**config.mk**
```make
export PLATFORM = sky130hd
export DESIGN_NAME = sequence_duplicate_filter_table
export DESIGN_NICKNAME = d
export VERILOG_FILES = /design/src/hdl/sdft_pkg.sv /design/src/hdl/sdft_mem.sv /design/src/hdl/sdft_unit.sv /design/src/hdl/sdft_seq.sv /design/src/hdl/sequence_duplicate_filter_table.sv
export SDC_FILE = /design/constraint.sdc
export NUM_CORES = 2
export LEC_CHECK = 0
export BUFFER_PORTS_ARGS = -buffer_cell sky130_fd_sc_hd__buf_2
export CORE_MARGIN = 1
export CORE_UTILIZATION = 55
export CTS_CLUSTER_DIAMETER = 40
export DETAILED_ROUTE_END_ITERATION = 16
export HOLD_SLACK_MARGIN = 0.06
export PLACE_DENSITY = 0.74
export RECOVER_POWER = 100
export REMOVE_ABC_BUFFERS = 1
export SYNTH_ARGS = -nofsm -noshare
export SYNTH_HDL_FRONTEND = slang
export SYNTH_HIERARCHICAL = 1
export SYNTH_SLANG_ARGS = --single-unit
```
**constraint.sdc**
```tcl
create_clock -name clk -period 11.4 [get_ports clk]
set_input_delay 3.42 -clock clk [delete_from_list [all_inputs] [get_ports clk]]
set_output_delay 3.42 -clock clk [all_outputs]
set_load 0.005 [all_outputs]
```
**src/hdl/sdft_pkg.sv**
```systemverilog
`default_nettype none
package sdft_pkg;

    localparam int TABLE_ENTRIES_DEF = 16;
    localparam int ADDR_W            = 48;
    localparam int SEQ_W             = 16;
    localparam int TIME_W            = 32;
    localparam int TIMEOUT_W         = 16;
    localparam int PURGE_W           = 5;
    localparam int IN_DATA_W         = 96;
    localparam int OUT_DATA_W        = 8;

    localparam logic [TIMEOUT_W-1:0] TIMEOUT_RESET = 16'd3000;
    localparam logic [SEQ_W-1:0]     WRAP_LIMIT    = 16'd32768;
    localparam logic [PURGE_W-1:0]   PURGE_MAX     = 5'd31;

    // Item kinds carried on the input tuser.
    localparam logic OP_PACKET  = 1'b0;
    localparam logic OP_CLEANUP = 1'b1;

    typedef enum logic [1:0] {
        ST_CLEAR,
        ST_IDLE,
        ST_SCAN,
        ST_FINISH
    } sdft_state_t;

    typedef struct packed {
        logic              valid;
        logic [ADDR_W-1:0] addr;
        logic [SEQ_W-1:0]  seq;
        logic [TIME_W-1:0] stamp;
    } sdft_entry_t;

    typedef struct packed {
        logic              op;
        logic [ADDR_W-1:0] addr;
        logic [SEQ_W-1:0]  seq;
        logic [TIME_W-1:0] now;
    } sdft_item_t;

    typedef struct packed {
        logic match;
        logic newer;
        logic expired;
    } sdft_cmp_t;

    typedef struct packed {
        logic [PURGE_W-1:0] purged_count;
        logic               table_full;
        logic               new_source;
        logic               accepted;
    } sdft_result_t;

endpackage
`default_nettype wire

```
**src/hdl/sdft_mem.sv**
```systemverilog
`default_nettype none
module sdft_mem #(
    parameter int DEPTH = 16,
    parameter int IDX_W = 4
) (
    input  wire logic                 clk,
    input  wire logic                 wr_en,
    input  wire logic [IDX_W-1:0]     wr_idx,
    input  wire sdft_pkg::sdft_entry_t wr_entry,
    input  wire logic [IDX_W-1:0]     rd_idx,
    output sdft_pkg::sdft_entry_t     rd_entry
);
    import sdft_pkg::*;

    sdft_entry_t mem [DEPTH];
    sdft_entry_t rd_entry_reg;

    always_ff @(posedge clk)
    begin
        if (wr_en)
        begin
            mem[wr_idx] <= wr_entry;
        end
    end

    always_ff @(posedge clk)
    begin
        rd_entry_reg <= mem[rd_idx];
    end

    assign rd_entry = rd_entry_reg;

endmodule
`default_nettype wire

```
**src/hdl/sdft_unit.sv**
```systemverilog
`default_nettype none
module sdft_unit (
    input  wire sdft_pkg::sdft_entry_t    entry,
    input  wire sdft_pkg::sdft_item_t     item,
    input  wire logic [sdft_pkg::TIMEOUT_W-1:0] timeout_ms,
    output sdft_pkg::sdft_cmp_t           cmp
);
    import sdft_pkg::*;

    logic [SEQ_W:0]    seq_diff;
    logic [TIME_W-1:0] age;

    always_comb
    begin
        // Stored minus new as a signed value; the top bit set means stored < new.
        seq_diff = {1'b0, entry.seq} - {1'b0, item.seq};
        age      = item.now - entry.stamp;

        cmp.match   = entry.valid && (entry.addr == item.addr);
        cmp.newer   = seq_diff[SEQ_W] || (seq_diff[SEQ_W-1:0] > WRAP_LIMIT);
        cmp.expired = entry.valid && (age > {{(TIME_W-TIMEOUT_W){1'b0}}, timeout_ms});
    end

endmodule
`default_nettype wire

```
**src/hdl/sdft_seq.sv**
```systemverilog
`default_nettype none
module sdft_seq #(
    parameter int DEPTH = 16,
    parameter int IDX_W = 4,
    parameter int CNT_W = 5
) (
    input  wire logic                  clk,
    input  wire logic                  rst_n,
    input  wire logic                  s_tvalid,
    output logic                       s_tready,
    input  wire sdft_pkg::sdft_item_t  s_item,
    output logic                       m_tvalid,
    input  wire logic                  m_tready,
    output sdft_pkg::sdft_result_t     m_result,
    output sdft_pkg::sdft_item_t       key,
    input  wire sdft_pkg::sdft_entry_t rd_entry,
    input  wire sdft_pkg::sdft_cmp_t   cmp,
    output logic [IDX_W-1:0]           rd_idx,
    output logic                       wr_en,
    output logic [IDX_W-1:0]           wr_idx,
    output sdft_pkg::sdft_entry_t      wr_entry
);
    import sdft_pkg::*;

    localparam logic [CNT_W-1:0] CNT_DEPTH = CNT_W'(DEPTH);
    localparam logic [CNT_W-1:0] CNT_LAST  = CNT_W'(DEPTH - 1);
    localparam logic [IDX_W-1:0] IDX_LAST  = IDX_W'(DEPTH - 1);

    sdft_state_t        state_reg, state_next;
    logic [CNT_W-1:0]   issue_cnt_reg, issue_cnt_next;
    logic               chk_valid_reg, chk_valid_next;
    logic [IDX_W-1:0]   chk_idx_reg, chk_idx_next;
    logic               hit_reg, hit_next;
    logic               hit_newer_reg, hit_newer_next;
    logic [IDX_W-1:0]   hit_idx_reg, hit_idx_next;
    logic               free_reg, free_next;
    logic [IDX_W-1:0]   free_idx_reg, free_idx_next;
    logic [PURGE_W-1:0] count_reg, count_next;
    logic               out_valid_reg, out_valid_next;
    sdft_result_t       out_reg, out_next;
    sdft_item_t         item_reg, item_next;
    logic               load_out;
    logic               take_in;

    assign s_tready = (state_reg == ST_IDLE);
    assign take_in  = s_tvalid && s_tready;
    assign m_tvalid = out_valid_reg;
    assign m_result = out_reg;
    assign key      = item_reg;

    always_ff @(posedge clk or negedge rst_n)
    begin
        if (!rst_n)
        begin
            state_reg     <= ST_CLEAR;
            issue_cnt_reg <= '0;
            chk_valid_reg <= 1'b0;
            hit_reg       <= 1'b0;
            free_reg      <= 1'b0;
            count_reg     <= '0;
            out_valid_reg <= 1'b0;
        end
        else
        begin
            state_reg     <= state_next;
            issue_cnt_reg <= issue_cnt_next;
            chk_valid_reg <= chk_valid_next;
            hit_reg       <= hit_next;
            free_reg      <= free_next;
            count_reg     <= count_next;
            out_valid_reg <= out_valid_next;
        end
    end

    always_ff @(posedge clk)
    begin
        chk_idx_reg   <= chk_idx_next;
        hit_newer_reg <= hit_newer_next;
        hit_idx_reg   <= hit_idx_next;
        free_idx_reg  <= free_idx_next;
        out_reg       <= out_next;
        item_reg      <= item_next;
    end

    always_comb
    begin
        state_next     = state_reg;
        issue_cnt_next = issue_cnt_reg;
        chk_valid_next = 1'b0;
        chk_idx_next   = chk_idx_reg;
        hit_next       = hit_reg;
        hit_newer_next = hit_newer_reg;
        hit_idx_next   = hit_idx_reg;
        free_next      = free_reg;
        free_idx_next  = free_idx_reg;
        count_next     = count_reg;
        out_next       = out_reg;
        item_next      = item_reg;
        load_out       = 1'b0;
        rd_idx         = '0;
        wr_en          = 1'b0;
        wr_idx         = chk_idx_reg;
        wr_entry       = rd_entry;
        wr_entry.valid = 1'b0;

        unique case (state_reg)
            ST_CLEAR:
            begin
                // Zero one entry a cycle so that every valid bit starts cleared.
                wr_en          = 1'b1;
                wr_idx         = issue_cnt_reg[IDX_W-1:0];
                wr_entry       = '0;
                issue_cnt_next = issue_cnt_reg + 1'b1;
                if (issue_cnt_reg == CNT_LAST)
                begin
                    state_next = ST_IDLE;
                end
            end

            ST_IDLE:
            begin
                if (take_in)
                begin
                    item_next      = s_item;
                    issue_cnt_next = '0;
                    hit_next       = 1'b0;
                    free_next      = 1'b0;
                    count_next     = '0;
                    state_next     = ST_SCAN;
                end
            end

            ST_SCAN:
            begin
                // Reads are issued one entry ahead of the check that uses them.
                if (issue_cnt_reg < CNT_DEPTH)
                begin
                    rd_idx         = issue_cnt_reg[IDX_W-1:0];
                    chk_valid_next = 1'b1;
                    chk_idx_next   = issue_cnt_reg[IDX_W-1:0];
                    issue_cnt_next = issue_cnt_reg + 1'b1;
                end

                if (chk_valid_reg)
                begin
                    if (item_reg.op == OP_CLEANUP)
                    begin
                        if (cmp.expired)
                        begin
                            wr_en = 1'b1;
                            if (count_reg != PURGE_MAX)
                            begin
                                count_next = count_reg + 1'b1;
                            end
                        end
                    end
                    else
                    begin
                        if (cmp.match && !hit_reg)
                        begin
                            hit_next       = 1'b1;
                            hit_idx_next   = chk_idx_reg;
                            hit_newer_next = cmp.newer;
                        end
                        if (!rd_entry.valid && !free_reg)
                        begin
                            free_next     = 1'b1;
                            free_idx_next = chk_idx_reg;
                        end
                    end

                    if (chk_idx_reg == IDX_LAST)
                    begin
                        state_next = ST_FINISH;
                    end
                end
            end

            ST_FINISH:
            begin
                if (!out_valid_reg || m_tready)
                begin
                    load_out = 1'b1;
                    out_next = '0;
                    if (item_reg.op == OP_CLEANUP)
                    begin
                        out_next.purged_count = count_reg;
                    end
                    else if (hit_reg)
                    begin
                        out_next.accepted = hit_newer_reg;
                        wr_en             = hit_newer_reg;
                        wr_idx            = hit_idx_reg;
                    end
                    else if (free_reg)
                    begin
                        out_next.accepted   = 1'b1;
                        out_next.new_source = 1'b1;
                        wr_en               = 1'b1;
                        wr_idx              = free_idx_reg;
                    end
                    else
                    begin
                        out_next.table_full = 1'b1;
                    end
                    if (item_reg.op == OP_PACKET)
                    begin
                        wr_entry.valid = 1'b1;
                        wr_entry.addr  = item_reg.addr;
                        wr_entry.seq   = item_reg.seq;
                        wr_entry.stamp = item_reg.now;
                    end
                    state_next = ST_IDLE;
                end
            end

            default:
            begin
                state_next = ST_IDLE;
            end
        endcase

        if (load_out)
        begin
            out_valid_next = 1'b1;
        end
        else if (m_tready)
        begin
            out_valid_next = 1'b0;
        end
        else
        begin
            out_valid_next = out_valid_reg;
        end
    end

    a_busy_after_take: assert property (@(posedge clk) disable iff (!rst_n)
        take_in |=> !s_tready)
        else $error("input still ready after an item was taken");

    a_scan_write_cleanup: assert property (@(posedge clk) disable iff (!rst_n)
        (state_reg == ST_SCAN && wr_en) |-> (item_reg.op == OP_CLEANUP))
        else $error("table written during a packet lookup");

    a_result_flags: assert property (@(posedge clk) disable iff (!rst_n)
        load_out |-> !(out_next.accepted && out_next.table_full)
                     && (!out_next.new_source || out_next.accepted))
        else $error("inconsistent result flags");

    a_finish_write_recorded: assert property (@(posedge clk) disable iff (!rst_n)
        (state_reg == ST_FINISH && wr_en) |-> (load_out && out_next.accepted))
        else $error("table updated for a packet that was not accepted");

endmodule
`default_nettype wire

```
**src/hdl/sequence_duplicate_filter_table.sv**
```systemverilog
`default_nettype none
// Channel  Dir  Handshake           Payload
// s        in   s_tvalid/s_tready   tuser: operation; tdata: src_address, seq_number, now_ms
// m        out  m_tvalid/m_tready   tdata: accepted, new_source, table_full, purged_count
// cfg      in   cfg_we              cfg_wdata: timeout_ms
//
// Every item walks the whole table through the single read port of the entry memory,
// one entry per cycle, before its result is loaded into the result register.
// After reset a clearing pass zeroes the table entry by entry; s_tready stays low
// until it ends. The result register holds one finished item; a stalled m_tready
// only holds the block in its final step until that register is free.
module sequence_duplicate_filter_table #(
    parameter int TABLE_ENTRIES = sdft_pkg::TABLE_ENTRIES_DEF
) (
    input  wire logic                              clk,
    input  wire logic                              rst_n,
    input  wire logic                              s_tvalid,
    output logic                                   s_tready,
    // Bits up from 0: src_address[47:0], seq_number[63:48], now_ms[95:64].
    input  wire logic [sdft_pkg::IN_DATA_W-1:0]    s_tdata,
    // Bit 0: operation.
    input  wire logic                              s_tuser,
    output logic                                   m_tvalid,
    input  wire logic                              m_tready,
    // Bits up from 0: accepted, new_source, table_full, purged_count[7:3].
    output logic [sdft_pkg::OUT_DATA_W-1:0]        m_tdata,
    input  wire logic                              cfg_we,
    input  wire logic [sdft_pkg::TIMEOUT_W-1:0]    cfg_wdata
);
    import sdft_pkg::*;

    localparam int IDX_W = (TABLE_ENTRIES > 1) ? $clog2(TABLE_ENTRIES) : 1;
    localparam int CNT_W = $clog2(TABLE_ENTRIES + 1);

    logic [TIMEOUT_W-1:0] timeout_reg;
    sdft_item_t           s_item;
    sdft_item_t           key;
    sdft_result_t         m_result;
    sdft_entry_t          rd_entry;
    sdft_entry_t          wr_entry;
    sdft_cmp_t            cmp;
    logic [IDX_W-1:0]     rd_idx;
    logic [IDX_W-1:0]     wr_idx;
    logic                 wr_en;

    always_ff @(posedge clk or negedge rst_n)
    begin
        if (!rst_n)
        begin
            timeout_reg <= TIMEOUT_RESET;
        end
        else if (cfg_we)
        begin
            timeout_reg <= cfg_wdata;
        end
    end

    always_comb
    begin
        s_item.op   = s_tuser;
        s_item.addr = s_tdata[ADDR_W-1:0];
        s_item.seq  = s_tdata[ADDR_W+SEQ_W-1:ADDR_W];
        s_item.now  = s_tdata[ADDR_W+SEQ_W+TIME_W-1:ADDR_W+SEQ_W];
    end

    assign m_tdata = {m_result.purged_count, m_result.table_full,
                      m_result.new_source, m_result.accepted};

    sdft_seq #(
        .DEPTH (TABLE_ENTRIES),
        .IDX_W (IDX_W),
        .CNT_W (CNT_W)
    ) u_seq (
        .clk      (clk),
        .rst_n    (rst_n),
        .s_tvalid (s_tvalid),
        .s_tready (s_tready),
        .s_item   (s_item),
        .m_tvalid (m_tvalid),
        .m_tready (m_tready),
        .m_result (m_result),
        .key      (key),
        .rd_entry (rd_entry),
        .cmp      (cmp),
        .rd_idx   (rd_idx),
        .wr_en    (wr_en),
        .wr_idx   (wr_idx),
        .wr_entry (wr_entry)
    );

    sdft_mem #(
        .DEPTH (TABLE_ENTRIES),
        .IDX_W (IDX_W)
    ) u_mem (
        .clk      (clk),
        .wr_en    (wr_en),
        .wr_idx   (wr_idx),
        .wr_entry (wr_entry),
        .rd_idx   (rd_idx),
        .rd_entry (rd_entry)
    );

    sdft_unit u_unit (
        .entry      (rd_entry),
        .item       (key),
        .timeout_ms (timeout_reg),
        .cmp        (cmp)
    );

endmodule
`default_nettype wire
```
# --- After elaboration in Yosys (flattened, before gate mapping) ---
# Memory sizes are Yosys's and may differ from the RTL's. A register that Yosys moved wholly into a read port is not among the register bits.
# Index checks and enable logic that the tools add are counted.
totals:
  register_bits: 150
  ram_bits: 1552
  input_bits: 118
  output_inout_bits: 10
  elab_cells: 126
  mem_count: 1
memory_table:
  columns: ["memory", "depth", "word_bits", "rd", "rd_clocked_by_memory_dff", "write_ports", "line", "text"]
  rows:
  - ["u_mem.mem", 16, 97, 1, 1, 1, "sdft_mem.sv:15", "sdft_entry_t mem [DEPTH];"]
op_classes:
  addsub: 4
  n_lt_le_gt_ge: 3
  eq_ne: 19
  muxes: 52
  bitwise_logic: 1
  reduce_logical: 26
ops:
  columns: ["op", "count"]
  rows:
  - ["two-way mux 97 bit", 2]
  - ["one-hot mux 97 bit (2 select lines)", 1]
  - ["== test 48 bit", 1]
  - ["greater-than comparator 32 x 16 -> 1 bit", 1]
  - ["subtractor 32 bit", 1]
  - ["two-way mux 5 bit", 6]
  - ["two-way mux 1 bit", 24]
  - ["two-way mux 4 bit", 6]
  - ["!= test 2 x 1 -> 1 bit, second input constant", 9]
  - ["subtractor 16 x 16 -> 17 bit", 1]
  - ["greater-than comparator 16 bit, second input constant", 1]
  - ["one-hot mux 5 bit (3 select lines)", 1]
  - ["AND reduction 5 bit", 3]
  - ["two-way mux 2 bit", 6]
  - ["adder 5 x 1 -> 5 bit, second input constant", 2]
  - ["one-hot mux 5 bit (2 select lines)", 1]
  - ["one-hot mux 2 bit (4 select lines)", 1]
  - ["one-hot mux 4 bit (2 select lines)", 1]
  - ["AND reduction 4 bit", 2]
  - ["!= test 2 bit, second input constant", 3]
  - ["AND reduction 2 bit", 3]
  - ["AND reduction 6 bit", 1]
  - ["== test 5 x 4 -> 1 bit, second input constant", 1]
  - ["logical AND 1 bit", 5]
  - ["15 further kinds", 22]

# --- Logic depth before layout (Yosys ltp) ---
depth:
  ltp_word: 9
  depth_mapped: 24
  depth_no_buf: 24

# --- Cells and area by module ---
# The synthesis kept the hierarchy.
by_module_without_submodules:
  columns: ["mod", "instances", "cells_each", "area_each_um2", "seq_area_each_um2"]
  rows:
  - ["sdft_mem", 1, 2484, 59867.4, 48546.6]
  - ["sdft_seq", 1, 596, 6147.1, 3943.8]
  - ["sdft_unit", 1, 554, 3719.8, 0.0]
  - ["sequence_duplicate_filter_table", 1, 34, 658.1, 409.1]

# --- Worst setup path after synthesis ---
# No wires, ideal clock.
synth_timing:
  path_type: "input-to-reg"
  startpoint: "input m_tready"
  endpoint: "memory u_mem/mem[0][0] (netlist name), enable pin"
  setup_time_ns: 0.671
  arrival_ns: 11.244
  required_ns: 10.729
  setup_slack_ns: -0.515
  path_stages: 6
  path_buffers: 0
  path_cell_list: "nand2b_1 -> and2_1 -> nand2_1 -> a31oi_1 -> or3b_2 -> nor3_1"
synth_via:
  elab_chain_len: 5
  elab_cells_between_ends: 7
  classes_between: "mux: 6; reduce/logical: 1"
synth_lines:
  columns: ["element", "line", "text"]
  rows:
  - ["start: declaration", "sequence_duplicate_filter_table.sv:24", "input wire logic m_tready,"]
  - ["logical OR 1 bit", "sdft_seq.sv:181", "if (!out_valid_reg || m_tready)"]
  - ["two-way mux 1 bit", "sdft_seq.sv:181", null]
  - ["one-hot mux 1 bit (3 select lines)", "sdft_seq.sv:106", "unique case (state_reg)"]
  - ["via wr_en", "sequence_duplicate_filter_table.sv:44", "logic wr_en;"]
  - ["two-way mux 1 bit", "sdft_mem.sv:20", "if (wr_en)"]
  - ["two-way mux 1 bit (implied by the code)", "sdft_mem.sv:22", "mem[wr_idx] <= wr_entry;"]
  - ["end: declaration", "sdft_mem.sv:15", null]
# The timed path passes the listed nets, and every way through them passes these cells.

==> implementation parameters <==
Parameter                              Value

Power and ir drop
  Peak VDD IR    194 µV
  PwrDens    288 nW/µm²
  Leak pwr    25.9 nW

Logic synthesis
  Commonest register cell after synthesis    sky130_fd_sc_hd__edfxtp_1
  Area contributors post-synth    sky130_fd_sc_hd__edfxtp_1 (71%), sky130_fd_sc_hd__mux4_2 (12%), sky130_fd_sc_hd__dfxtp_1 (2.8%), sky130_fd_sc_hd__a22oi_1 (2.1%), sky130_fd_sc_hd__nand2_1 (1.9%)
  Cell area after synthesis    70400 µm²
  Post-synthesis sequential area ratio    75.1%
  Synthesized area per cell    19.2 µm²
  Gate Count Post-Synth    3668
  Number of synthesized register bits    1799
  Number of distinct library cell variants in the gate-level netlist after synthesis    77
  Cell taking the most area after synthesis    sky130_fd_sc_hd__edfxtp_1
  Count of flip-flops with a built-in enable after synthesis    1670
  Warning count from the yosys run    6
  Share of async-settable or async-resettable flops after synthesis    1.78%
  Top cell type's share of synthesized area    71.2%

Worst setup path
  Required time of the critical path    11.77 ns
  Largest driver fanout on the critical path    55
  Endpoint class of the critical path    flop
  Critical path arrival    9.61 ns
  Classification of the worst setup path    flop to flop
  Minimum setup slack among reg-to-reg paths    2.15 ns
  Setup crit start kind    flop

Clock tree
  Total CTS buffers    197
  Post-cts repair resize count    0
  Clock Sink Count    1799
  CTS Root Buffer Type    sky130_fd_sc_hd__clkbuf_16
  CTS tree    yes
  Number of levels in the clock H-tree    4
  Setup Buffers After CTS    0
  Clock buffer depth    3
  CTS clock-pin slew for the worst setup and hold paths    0.06 ns
  Number of hold buffers added after CTS    0
  Source-to-sink clock delay at the later pin of the worst-skew pair    0.81 ns

Timing
  Total negative slack for setup checks    0 ns
  Slew at the pin with the worst max-slew slack    4.43 ns
  Worst max-slew margin expressed relative to the limit    -195%
  Final period demand of the worst path    9.25 ns
  Count of pins over their slew limit    1167
  Final hold violation count    0
  RSZ-0062 raised after global routing    false
  Final count of negative-setup-slack endpoints    0
  Final critical-path share of the clock period    81.1%
  Highest clock frequency the design can meet    108 MHz
  Worst-case clock skew    0.0382 ns

Drt
  Vias per inst    6.35
  Detailed Route WL    159000 µm
  Length of the first detailed-routing pass in iterations    5
  Final routed wire length divided by cell count    27.9 µm
  Number of vias after detailed routing    36300
  Number of remaining DRC errors    0
  Initial DRC Count    4236
  Remaining antenna violation count    0

Global route
  Initial antenna violation count    4
  Remaining global-route overflow    0
  Wire length of the first global-routing pass    237000 µm
  Number of global-route vias before repair    36700
  Pin count of the biggest net entering global routing    146
  GRT Total Usage    24.8%

Die
  Die width    360 µm
  Overall die area    129000 µm²
  Initial core utilization    55.8%
  Area of the core    126000 µm²
  Top-Level Pins    128
  Site row count    130
  Vertical die dimension    360 µm

Final layout
  Antenna cell count    0
  Final net count    4080
  Synth-to-Final Area Change    12.8%
  Multi-input gate area    16300 µm²
  Number of flip-flops under the largest register name    1552
  Share of final-layout standard cells stronger than drive strength 1    21.5%
  Sequential cell area    52900 µm²
  Most frequent cells in the layout    sky130_fd_sc_hd__edfxtp_1 (1670), sky130_fd_sc_hd__mux4_2 (388), sky130_fd_sc_hd__nand2_1 (350), sky130_fd_sc_hd__clkbuf_16 (200), sky130_fd_sc_hd__a22oi_1 (196)
  Count of filler cells inserted in the layout    8451
  Most common cell after layout, fill and taps aside    sky130_fd_sc_hd__edfxtp_1
  Post-route design area    79400 µm²

Outcome
  Failing checks    capacitance limit, slew limit
  Outcome    finished, violations left

Placed design
  Routability Congestion    0.862
  Count of buffers inserted at the top-level ports    127
  Post-detail-place hpwl    86500 µm
  Placed instance area    73000 µm²

Run
  Max-cap violation count    33

Hold path
  Hold Crit Class    flop to flop
-- synthesized netlist by cell type, types with 17 or more instances --
cell type                  number
sky130_fd_sc_hd__a21oi_1      143
sky130_fd_sc_hd__a22oi_1      196
sky130_fd_sc_hd__buf_1         27
sky130_fd_sc_hd__buf_2         36
sky130_fd_sc_hd__buf_4         28
sky130_fd_sc_hd__clkbuf_1      79
sky130_fd_sc_hd__dfrtp_1       25
sky130_fd_sc_hd__dfxtp_1       97
sky130_fd_sc_hd__edfxtp_1    1670
sky130_fd_sc_hd__ha_1          72
sky130_fd_sc_hd__inv_1         90
sky130_fd_sc_hd__mux4_2       388
sky130_fd_sc_hd__nand2_1      350
sky130_fd_sc_hd__nand3_1       17
sky130_fd_sc_hd__nor2_1        61
sky130_fd_sc_hd__nor3_1        23
sky130_fd_sc_hd__o21ai_0       45
sky130_fd_sc_hd__xnor2_1       32
sky130_fd_sc_hd__xor2_1        36
-- area by class of cell --
type	count	area share (%)
multi-input cells	1604	20.5
repair buffers	196	1.33
inverters	90	0.425
clock inverters	125	1.78
well taps	1650	2.60
flip-flops and latches	1799	66.6
clock buffers	250	6.70
-- worst paths after layout --
check	cells after the start	endpoint	start
setup reg to reg	25	u_mem/mem[7][79]$_DFFE_PP_	u_seq/key[0]$_DFFE_PP_
min in group asynchronous	1	timeout_reg[1]$_DFFE_PN0P_	rst_n
hold / removal	1	timeout_reg[12]$_DFFE_PN0P_	timeout_reg[12]$_DFFE_PN0P_
hold reg to reg	1	timeout_reg[12]$_DFFE_PN0P_	timeout_reg[12]$_DFFE_PN0P_
max in group asynchronous	1	u_seq/count_reg[0]$_DFFE_PN0P_	rst_n
setup / recovery	25	u_mem/mem[7][79]$_DFFE_PP_	u_seq/key[0]$_DFFE_PP_
-- worst max-delay path, cell delays in order, from the launching register on --
cell and delay (ns):
sky130_fd_sc_hd__edfxtp_1 0.35, sky130_fd_sc_hd__inv_1 0.05, sky130_fd_sc_hd__ha_1 0.21, sky130_fd_sc_hd__fa_1 0.42
sky130_fd_sc_hd__nand2b_1 0.20, sky130_fd_sc_hd__a21oi_1 0.21, sky130_fd_sc_hd__o21a_1 0.20, sky130_fd_sc_hd__a31oi_1 0.14
sky130_fd_sc_hd__o21ai_0 0.18, sky130_fd_sc_hd__a21oi_1 0.10, sky130_fd_sc_hd__xnor2_1 0.15, sky130_fd_sc_hd__ha_1 0.31
sky130_fd_sc_hd__nand4_1 0.14, sky130_fd_sc_hd__or4_1 0.56, sky130_fd_sc_hd__a21o_1 0.17, sky130_fd_sc_hd__a31oi_1 0.31
sky130_fd_sc_hd__nor4_2 0.09, sky130_fd_sc_hd__nand4b_1 0.10, sky130_fd_sc_hd__or4_1 0.12, sky130_fd_sc_hd__nor4_1 0.04
sky130_fd_sc_hd__a41oi_1 0.36, sky130_fd_sc_hd__nand4_1 0.14, sky130_fd_sc_hd__a31oi_1 0.58, sky130_fd_sc_hd__nand3b_1 0.28
sky130_fd_sc_hd__nor2_1 1.60, sky130_fd_sc_hd__clkbuf_2 1.76
-- power by group --
part	total (W)	switching, W	internal [W]
combinational	0.00585	0.00414	0.00172
clock	0.00644	0.00264	0.00379
sequential	0.0106	0.000413	0.0102
total	0.0229	0.00720	0.0157
-- cell families after synthesis --
family / share of synthesized area [%]
buffers and inverters: 1.69
and+or+nand+nor: 3.62
muxes: 12.8
xor gates and xnor gates: 0.846
adders and majority gates: 1.34
DFF: 75.1
AOI/OAI and AO/OA: 4.55
-- routing by layer --
metal	GRT usage (%)	wire length (µm)	part of all wire, %
met1	35.3	65000	41
met3	4.74	13500	8.4
met2	39.4	77500	49
met4	6.85	3390	2.1
met5	0	47	0.029
-- stage by stage --
stage / instances / utilization, % / hold slack [ns] / total power, W / setup slack [ns]
2_1_floorplan: 3493 / - / 0.479 / 0.0150 / -7.21
3_3_place_gp: 5339 / 57.8 / 0.495 / 0.0163 / 3.85
3_5_place_dp: 5339 / 57.8 / 0.501 / 0.0165 / 3.72
4_1_cts: 5714 / 63.2 / 0.515 / 0.0229 / 3.68
5_1_grt: 5714 / 62.9 / 0.524 / 0.0238 / 1.72
6_report: 5714 / 62.9 / 0.497 / 0.0229 / 2.15
No activity file was read; power rests on OpenSTA's default activity.
